File: config.mk
export PLATFORM = sky130hd
export DESIGN_NAME = rvrt_ctrl
export DESIGN_NICKNAME = d
export VERILOG_FILES = /design/src/design/rvrt_pkg.sv /design/src/design/rvrt_ctrl.sv
export SDC_FILE = /design/constraint.sdc
export NUM_CORES = 1
export LEC_CHECK = 0
export BUFFER_PORTS_ARGS = -buffer_cell sky130_fd_sc_hd__buf_2
export CAP_MARGIN = 25
export CORE_ASPECT_RATIO = 0.75
export CORE_UTILIZATION = 60
export CTS_BUF_LIST = sky130_fd_sc_hd__clkbuf_4 sky130_fd_sc_hd__clkbuf_8 sky130_fd_sc_hd__clkbuf_16
export DETAILED_ROUTE_END_ITERATION = 7
export PLACE_DENSITY = 0.84
export SYNTH_ARGS = -nofsm -noshare
export SYNTH_HDL_FRONTEND = slang
export SYNTH_SLANG_ARGS = --single-unit
File: constraint.sdc
create_clock -name clk -period 13.5 [get_ports clk]
set_input_delay 1.35 -clock clk [delete_from_list [all_inputs] [get_ports clk]]
set_output_delay 1.35 -clock clk [all_outputs]
set_load 0.01 [all_outputs]
File: src/design/rvrt_pkg.sv
`timescale 1ns / 1ps
// Shared sizes, action codes and memory request types for the range value replace table.
package rvrt_pkg;

  localparam int ARRAY_DEPTH  = 4096;
  localparam int SEGMENT_SIZE = 64;
  localparam int VALUE_COUNT  = 100;

  localparam int ACT_W = 2;
  localparam int POS_W = 13;
  localparam int VAL_W = 7;

  localparam int IDX_W       = $clog2(ARRAY_DEPTH);
  localparam int OFS_W       = $clog2(SEGMENT_SIZE);
  localparam int SEG_COUNT   = (ARRAY_DEPTH + SEGMENT_SIZE - 1) / SEGMENT_SIZE;
  localparam int SEG_W       = $clog2(SEG_COUNT);
  localparam int VIDX_W      = $clog2(VALUE_COUNT);
  localparam int RADDR_W     = SEG_W + VIDX_W;
  localparam int REMAP_DEPTH = SEG_COUNT << VIDX_W;
  localparam int CNT_MAX     = (SEGMENT_SIZE > VALUE_COUNT) ? SEGMENT_SIZE : VALUE_COUNT;
  localparam int CNT_W       = $clog2(CNT_MAX + 1);

  localparam logic [ACT_W-1:0] ACT_LOAD    = 2'd0;
  localparam logic [ACT_W-1:0] ACT_REPLACE = 2'd1;
  localparam logic [ACT_W-1:0] ACT_READ    = 2'd2;

  typedef struct packed {
    logic             we;
    logic [IDX_W-1:0] waddr;
    logic [VAL_W-1:0] wdata;
    logic [IDX_W-1:0] raddr;
  } elem_req_t;

  typedef struct packed {
    logic               we;
    logic [RADDR_W-1:0] waddr;
    logic [VAL_W-1:0]   wdata;
    logic [RADDR_W-1:0] raddr;
  } remap_req_t;

  function automatic logic value_ok(input logic [VAL_W-1:0] v);
    return (v != '0) && (v <= VAL_W'(VALUE_COUNT));
  endfunction

endpackage

File: src/design/rvrt_ctrl.sv
`timescale 1ns / 1ps
// Sequencer: clearing pass, remap passes, segment folds and element reads.
module rvrt_ctrl (
  input  logic                        clk,
  input  logic                        rst_n,
  input  logic                        in_valid,
  output logic                        in_ready,
  input  logic [rvrt_pkg::ACT_W-1:0]  in_action,
  input  logic [rvrt_pkg::POS_W-1:0]  in_first_pos,
  input  logic [rvrt_pkg::POS_W-1:0]  in_last_pos,
  input  logic [rvrt_pkg::VAL_W-1:0]  in_match_value,
  input  logic [rvrt_pkg::VAL_W-1:0]  in_replace_value,
  input  logic [rvrt_pkg::VAL_W-1:0]  in_load_value,
  output logic                        out_valid,
  input  logic                        out_ready,
  output logic [rvrt_pkg::VAL_W-1:0]  out_read_value,
  input  logic                        cfg_wr_en,
  input  logic [rvrt_pkg::POS_W-1:0]  cfg_wr_data,
  output rvrt_pkg::elem_req_t         elem_req,
  input  logic [rvrt_pkg::VAL_W-1:0]  elem_rdata,
  output rvrt_pkg::remap_req_t        remap_req,
  input  logic [rvrt_pkg::VAL_W-1:0]  remap_rdata
);
  import rvrt_pkg::*;

  localparam logic [3:0] S_CLEAR      = 4'd0;
  localparam logic [3:0] S_IDLE       = 4'd1;
  localparam logic [3:0] S_MID        = 4'd2;
  localparam logic [3:0] S_MID_DRAIN  = 4'd3;
  localparam logic [3:0] S_FOLD       = 4'd4;
  localparam logic [3:0] S_FOLD_DRAIN = 4'd5;
  localparam logic [3:0] S_IDENT      = 4'd6;
  localparam logic [3:0] S_RD_A       = 4'd7;
  localparam logic [3:0] S_RD_B       = 4'd8;
  localparam logic [3:0] S_RD_C       = 4'd9;
  localparam logic [3:0] S_RD_OUT     = 4'd10;

  logic [3:0]         state_r;
  logic [CNT_W-1:0]   cnt_r;
  logic [SEG_W-1:0]   cur_seg_r;
  logic [SEG_W-1:0]   ms_r;
  logic [SEG_W-1:0]   segr_r;
  logic               second_r;
  logic [POS_W-1:0]   len_r;
  logic [IDX_W-1:0]   lo_r;
  logic [IDX_W-1:0]   hi_r;
  logic [VAL_W-1:0]   match_r;
  logic [VAL_W-1:0]   repl_r;
  logic [VAL_W-1:0]   lval_r;
  logic               load_r;
  logic               edit_r;
  logic               f1_v_r;
  logic [IDX_W-1:0]   f1_idx_r;
  logic               f2_v_r;
  logic [IDX_W-1:0]   f2_idx_r;
  logic [VAL_W-1:0]   f2_val_r;
  logic               f2_ok_r;
  logic               m_v_r;
  logic [RADDR_W-1:0] m_addr_r;
  logic [VAL_W-1:0]   rd_val_r;
  logic               rd_ok_r;
  logic [VAL_W-1:0]   hold_r;
  logic               out_valid_r;
  logic [VAL_W-1:0]   out_value_r;

  logic [POS_W-1:0]   use_len;
  logic [POS_W-1:0]   last_c;
  logic [POS_W-1:0]   first_m1;
  logic [POS_W-1:0]   last_m1;
  logic [IDX_W-1:0]   fidx;
  logic [IDX_W-1:0]   lidx;
  logic [SEG_W-1:0]   seg_f;
  logic [SEG_W-1:0]   seg_l;
  logic               pos_ok;
  logic               rng_ok;
  logic [VAL_W-1:0]   mapped;
  logic [VAL_W-1:0]   fold_out;
  logic               in_rng;

  assign use_len  = (len_r > POS_W'(ARRAY_DEPTH)) ? POS_W'(ARRAY_DEPTH) : len_r;
  assign last_c   = (in_last_pos > use_len) ? use_len : in_last_pos;
  assign first_m1 = in_first_pos - POS_W'(1);
  assign last_m1  = last_c - POS_W'(1);
  assign fidx     = first_m1[IDX_W-1:0];
  assign lidx     = last_m1[IDX_W-1:0];
  assign seg_f    = fidx[IDX_W-1:OFS_W];
  assign seg_l    = lidx[IDX_W-1:OFS_W];
  assign pos_ok   = (in_first_pos != '0) && (in_first_pos <= use_len);
  assign rng_ok   = (in_first_pos != '0) && (in_first_pos <= last_c) &&
                    value_ok(in_match_value) && value_ok(in_replace_value);

  assign in_ready       = (state_r == S_IDLE);
  assign out_valid      = out_valid_r;
  assign out_read_value = out_value_r;

  always_comb begin
    mapped   = f2_ok_r ? remap_rdata : f2_val_r;
    in_rng   = edit_r && (f2_idx_r >= lo_r) && (f2_idx_r <= hi_r);
    fold_out = mapped;
    if (load_r && (f2_idx_r == lo_r)) begin
      fold_out = lval_r;
    end else if (in_rng && (mapped == match_r)) begin
      fold_out = repl_r;
    end
  end

  always_comb begin
    elem_req.we    = f2_v_r;
    elem_req.waddr = f2_idx_r;
    elem_req.wdata = fold_out;
    elem_req.raddr = (state_r == S_FOLD) ? {cur_seg_r, cnt_r[OFS_W-1:0]} : lo_r;
  end

  always_comb begin
    remap_req.raddr = (state_r == S_MID) ? {ms_r, cnt_r[VIDX_W-1:0]} :
                      {cur_seg_r, VIDX_W'(elem_rdata - VAL_W'(1))};
    remap_req.we    = 1'b0;
    remap_req.waddr = m_addr_r;
    remap_req.wdata = repl_r;
    if ((state_r == S_CLEAR) || (state_r == S_IDENT)) begin
      remap_req.we    = 1'b1;
      remap_req.waddr = {cur_seg_r, cnt_r[VIDX_W-1:0]};
      remap_req.wdata = VAL_W'(cnt_r + CNT_W'(1));
    end else if (m_v_r && (remap_rdata == match_r)) begin
      remap_req.we = 1'b1;
    end
  end

  always_ff @(posedge clk) begin
    f1_idx_r <= {cur_seg_r, cnt_r[OFS_W-1:0]};
    f2_idx_r <= f1_idx_r;
    f2_val_r <= elem_rdata;
    f2_ok_r  <= value_ok(elem_rdata);
    m_addr_r <= {ms_r, cnt_r[VIDX_W-1:0]};
    if (!rst_n) begin
      state_r     <= S_CLEAR;
      cnt_r       <= '0;
      cur_seg_r   <= '0;
      len_r       <= '0;
      out_valid_r <= 1'b0;
      f1_v_r      <= 1'b0;
      f2_v_r      <= 1'b0;
      m_v_r       <= 1'b0;
      second_r    <= 1'b0;
      load_r      <= 1'b0;
      edit_r      <= 1'b0;
    end else begin
      if (cfg_wr_en) begin
        len_r <= cfg_wr_data;
      end
      if (out_valid_r && out_ready) begin
        out_valid_r <= 1'b0;
      end
      f1_v_r <= (state_r == S_FOLD);
      f2_v_r <= f1_v_r;
      m_v_r  <= (state_r == S_MID);
      unique case (state_r)
        S_CLEAR: begin
          cnt_r <= cnt_r + CNT_W'(1);
          if (cnt_r == CNT_W'(VALUE_COUNT - 1)) begin
            cnt_r <= '0;
            if (cur_seg_r == SEG_W'(SEG_COUNT - 1)) begin
              state_r <= S_IDLE;
            end else begin
              cur_seg_r <= cur_seg_r + SEG_W'(1);
            end
          end
        end
        S_IDLE: begin
          if (in_valid) begin
            lo_r      <= fidx;
            hi_r      <= lidx;
            match_r   <= in_match_value;
            repl_r    <= in_replace_value;
            lval_r    <= in_load_value;
            segr_r    <= seg_l;
            cur_seg_r <= seg_f;
            cnt_r     <= '0;
            load_r    <= 1'b0;
            edit_r    <= 1'b0;
            second_r  <= 1'b0;
            unique case (in_action)
              ACT_LOAD: begin
                if (pos_ok && value_ok(in_load_value)) begin
                  load_r  <= 1'b1;
                  state_r <= S_FOLD;
                end
              end
              ACT_REPLACE: begin
                if (rng_ok) begin
                  edit_r <= 1'b1;
                  if (seg_f == seg_l) begin
                    state_r <= S_FOLD;
                  end else if ((seg_l - seg_f) > SEG_W'(1)) begin
                    second_r <= 1'b1;
                    ms_r     <= seg_f + SEG_W'(1);
                    state_r  <= S_MID;
                  end else begin
                    second_r <= 1'b1;
                    state_r  <= S_FOLD;
                  end
                end
              end
              ACT_READ: begin
                if (pos_ok) begin
                  state_r <= S_RD_A;
                end else begin
                  hold_r  <= '0;
                  state_r <= S_RD_OUT;
                end
              end
              default: ;
            endcase
          end
        end
        S_MID: begin
          cnt_r <= cnt_r + CNT_W'(1);
          if (cnt_r == CNT_W'(VALUE_COUNT - 1)) begin
            cnt_r <= '0;
            if (ms_r == segr_r - SEG_W'(1)) begin
              state_r <= S_MID_DRAIN;
            end else begin
              ms_r <= ms_r + SEG_W'(1);
            end
          end
        end
        S_MID_DRAIN: begin
          cnt_r   <= '0;
          state_r <= S_FOLD;
        end
        S_FOLD: begin
          cnt_r <= cnt_r + CNT_W'(1);
          if (cnt_r == CNT_W'(SEGMENT_SIZE - 1)) begin
            state_r <= S_FOLD_DRAIN;
          end
        end
        S_FOLD_DRAIN: begin
          if (!f1_v_r && !f2_v_r) begin
            cnt_r   <= '0;
            state_r <= S_IDENT;
          end
        end
        S_IDENT: begin
          cnt_r <= cnt_r + CNT_W'(1);
          if (cnt_r == CNT_W'(VALUE_COUNT - 1)) begin
            cnt_r <= '0;
            if (second_r) begin
              second_r  <= 1'b0;
              cur_seg_r <= segr_r;
              state_r   <= S_FOLD;
            end else begin
              state_r <= S_IDLE;
            end
          end
        end
        S_RD_A: begin
          state_r <= S_RD_B;
        end
        S_RD_B: begin
          rd_val_r <= elem_rdata;
          rd_ok_r  <= value_ok(elem_rdata);
          state_r  <= S_RD_C;
        end
        S_RD_C: begin
          hold_r  <= rd_ok_r ? remap_rdata : rd_val_r;
          state_r <= S_RD_OUT;
        end
        S_RD_OUT: begin
          if (!out_valid_r || out_ready) begin
            out_valid_r <= 1'b1;
            out_value_r <= hold_r;
            state_r     <= S_IDLE;
          end
        end
        default: state_r <= S_IDLE;
      endcase
    end
  end

endmodule

==> qor.csv <==
metric;value;unit
status;finished clean;
clock_path_buffers;2;
final_nets;1279;
clock.fmax;155;MHz
power_density;106;nW/um^2
drt_iter0_markers;980;
antenna_found_initial;0;
finalMaxSlewViolations;0;
fin_tns_setup;0;ns
post-route-period-util;47.7;%
required;13.56;ns
timing.final.crit_period;6.45;ns
setup_viol;0;
diodes;0;
wl;26900;um
nFillCells;1113;
wl_per_cell;20.2;um
worst_slew_pin_slew;1.01;ns
firstDrtPassIters;7;
fin_skew;0.0163;ns
synth_area;9270;um^2
async_reset_ff_share;0;%
overflow;0;
crit_path_max_fanout;21;
worstSetupEndpointType;register;
drive_gt1_share;21.2;%
hold_viol;0;
grt_pass1_vias;7574;
synth-edff-count;73;
grt_start_max_net_pins;46;
cts_buffers;17;
tritoncts;done;
seq_area_frac_synth;40.1;%
ant_nets;0;
routabilityCongestion;1.05;
r2r_start;len_r[12];
drc_errors;0;
holdPathStages;0;
synth_cells;977;
p_leak;4.78;nW
post_cts_resize_count;0;
postLayoutCoreUtil;73.1;%
crit-reg2reg-capture;ms_r[1];
synthesis.nets;1139;
yosys_warnings;0;
h-tree-depth;4;
grt_pass1_wl;41000;um
fp.coreArea;14800;um^2
area_delta_synth_final;16.7;%
path_clk_slew;0.07;ns
clk_latency;0.44;ns
vias;8343;
num_rows;38;
reg2reg_setup_slack;7.05;ns
clock_sink_count;149;
crit_arrival;6.51;ns
worstSetupStartpointType;register;
hold_class;reg2reg;
maxSlewHeadroom;32.7;%
grtUsageTotal;34.1;%
crit_type;reg2reg;
die_w;145;um
maxCapViolCount;0;
initial_utilization;62.7;%
dpl.hpwl;20700;um
post-cts-setup-buffer-count;0;
avgSynthCellArea;9.48;um^2
cts_hold_buf;0;
port_buffers;155;
io_pins;156;
whs_endpoint;f2_idx_r[9];
dieHeight;110;um
reg2regPathDepth;21;
ys.flop_type;dfxtp_1;
rsz0062_at_grt;no;
die_area;15900;um^2
peakVddDrop;0.0000934;V
post_drt_via_cell_ratio;6.27;
cts-root-buf;clkbuf_16;
ys_ff_latch;149;
worstHoldStart;f1_idx_r[9];
yosysUniqueCellTypes;74;
## critical path, cell delays in order (launching register included)
cell and delay [ns]:
dfxtp_1 0.42, inv_1 0.38, nand2_1 0.29, ha_1 0.39
nand4_1 0.18, nor3_1 0.22, o21ai_1 0.11, o211a_1 0.37
nor2_2 0.70, mux2i_1 0.39, ha_1 0.34, o21a_1 0.18
nand2_1 0.06, xor2_1 0.20, ha_1 0.31, and2_1 0.19
nand4_1 0.14, nor2_1 0.05, and3_1 0.23, nor3_1 0.28
o21ai_1 0.13, a21oi_1 0.52
## cells in the mapped netlist, types with 3 or more instances
cell	count	share of area, %
o211a_1	7	0.76
o31ai_1	3	0.24
xnor2_1	31	2.9
mux2i_1	34	3.7
o21ai_1	4	0.22
ha_1	80	11
edfxtp_1	73	24
clkbuf_1	31	1.3
or3_1	9	0.61
nand3_1	23	1.2
a21oi_1	45	2.4
nand2_1	100	4.1
dfxtp_1	76	16
nor3_1	21	1.1
mux2_2	23	2.8
a22oi_1	3	0.24
xor2_1	30	2.8
o211ai_1	7	0.57
a31oi_1	9	0.61
o21a_1	12	0.97
o221ai_1	4	0.38
buf_2	5	0.27
nand2b_1	11	0.74
nor2_1	59	2.4
a21o_1	12	0.97
o21ai_0	54	2.9
or4_1	5	0.41
o31a_1	9	0.85
inv_1	54	2.2
a211oi_1	6	0.49
nand4_1	21	1.4
nor2b_1	33	2.2
nor4_1	13	0.88
and3_1	9	0.61
buf_1	3	0.12
and2_1	10	0.68
## layout make-up
type                       count  area (um^2)  area share (%)
clock buffer                  19          458            4.23
clock inverter                13          134            1.24
inverter                      57          214            1.98
multi-input combinational    731         5190            48.0
sequential                   149         3710            34.3
tap                          200          250            2.31
timing repair buffer         161          851            7.87
## placed cells by master, fill, tap and decap left out, drive strengths merged, types with 6 or more instances in the layout
| master | Yosys | final |
|---|---|---|
| buf | 9 | 161 |
| and3 | 9 | 9 |
| xor2 | 30 | 30 |
| edfxtp | 73 | 73 |
| a211oi | 6 | 6 |
| o211ai | 7 | 7 |
| nand4 | 21 | 21 |
| dfxtp | 76 | 76 |
| nand2b | 11 | 11 |
| or4 | 7 | 7 |
| nor2 | 60 | 60 |
| nor3 | 22 | 22 |
| o211a | 7 | 7 |
| o21a | 12 | 12 |
| nand3 | 24 | 24 |
| o31a | 9 | 9 |
| clkbuf | 31 | 19 |
| nor4 | 15 | 15 |
| mux2 | 23 | 23 |
| inv | 56 | 65 |
| a21oi | 47 | 47 |
| ha | 80 | 80 |
| nor2b | 33 | 33 |
| a21o | 12 | 12 |
| a31oi | 10 | 10 |
| or3 | 9 | 9 |
| nand2 | 100 | 100 |
| o21ai | 59 | 59 |
| mux2i | 34 | 34 |
| and2 | 11 | 11 |
| xnor2 | 32 | 32 |
## per-stage QoR
stage / hold slack [ns] / worst slack, ns / instances / power [mW] / instance area [um^2]
4_1_cts: 0.327 / 7.24 / 1329 / 1.14 / 10800
6_report: 0.326 / 7.05 / 1330 / 1.15 / 10800
2_1_floorplan: 0.310 / 7.83 / 977 / 0.611 / 9270
3_5_place_dp: 0.312 / 6.89 / 1297 / 0.673 / 10200
3_3_place_gp: 0.310 / 7.18 / 1295 / 0.669 / 10200
5_1_grt: 0.329 / 6.70 / 1330 / 1.18 / 10800
## kinds of logic after synthesis
kind of cell / share of synthesized area [%]
mux: 6.47
simple gates: 18.2
fa+ha+maj: 11.0
buf+inv: 4.04
xor+xnor: 6.19
compound gates: 14.0
flops: 40.1
## power by group
part           internal, mW  leakage (nW)  switching, mW
Sequential            0.481          1.28        0.00664
Clock                 0.259         0.291          0.215
Combinational        0.0760          3.21          0.108
Total                 0.816          4.78          0.329
## worst max-delay path by stage
stage,slack (ns),depth (start not counted),to,start
2_1_floorplan,7.83,23,state_r[2],in_last_pos[7]
3_3_place_gp,7.18,19,ms_r[0],in_last_pos[7]
3_5_place_dp,6.89,20,ms_r[1],in_last_pos[7]
4_1_cts,7.24,20,ms_r[1],len_r[12]
5_1_grt,6.70,21,ms_r[3],len_r[12]
6_report,7.05,21,ms_r[1],len_r[12]
## sequential cells by signal, indices dropped and copies added (netlist names), 4 cells and up
register	cells
f2_val_r	7
hold_r	7
match_r	7
cur_seg_r	6
m_addr_r	13
lo_r	12
ms_r	6
rd_val_r	7
cnt_r	7
lval_r	7
len_r	13
f2_idx_r	12
hi_r	6
state_r	4
f1_idx_r	6
out_read_value	7
repl_r	7
segr_r	6
## per-layer routing
metal | part of all wire, % | global-route usage, %
met5 | 0 | 0
met4 | 1.8 | 10.5
met3 | 14 | 10.9
met1 | 42 | 48.3
met2 | 42 | 49.6
Power figures use the tool's default switching activity.
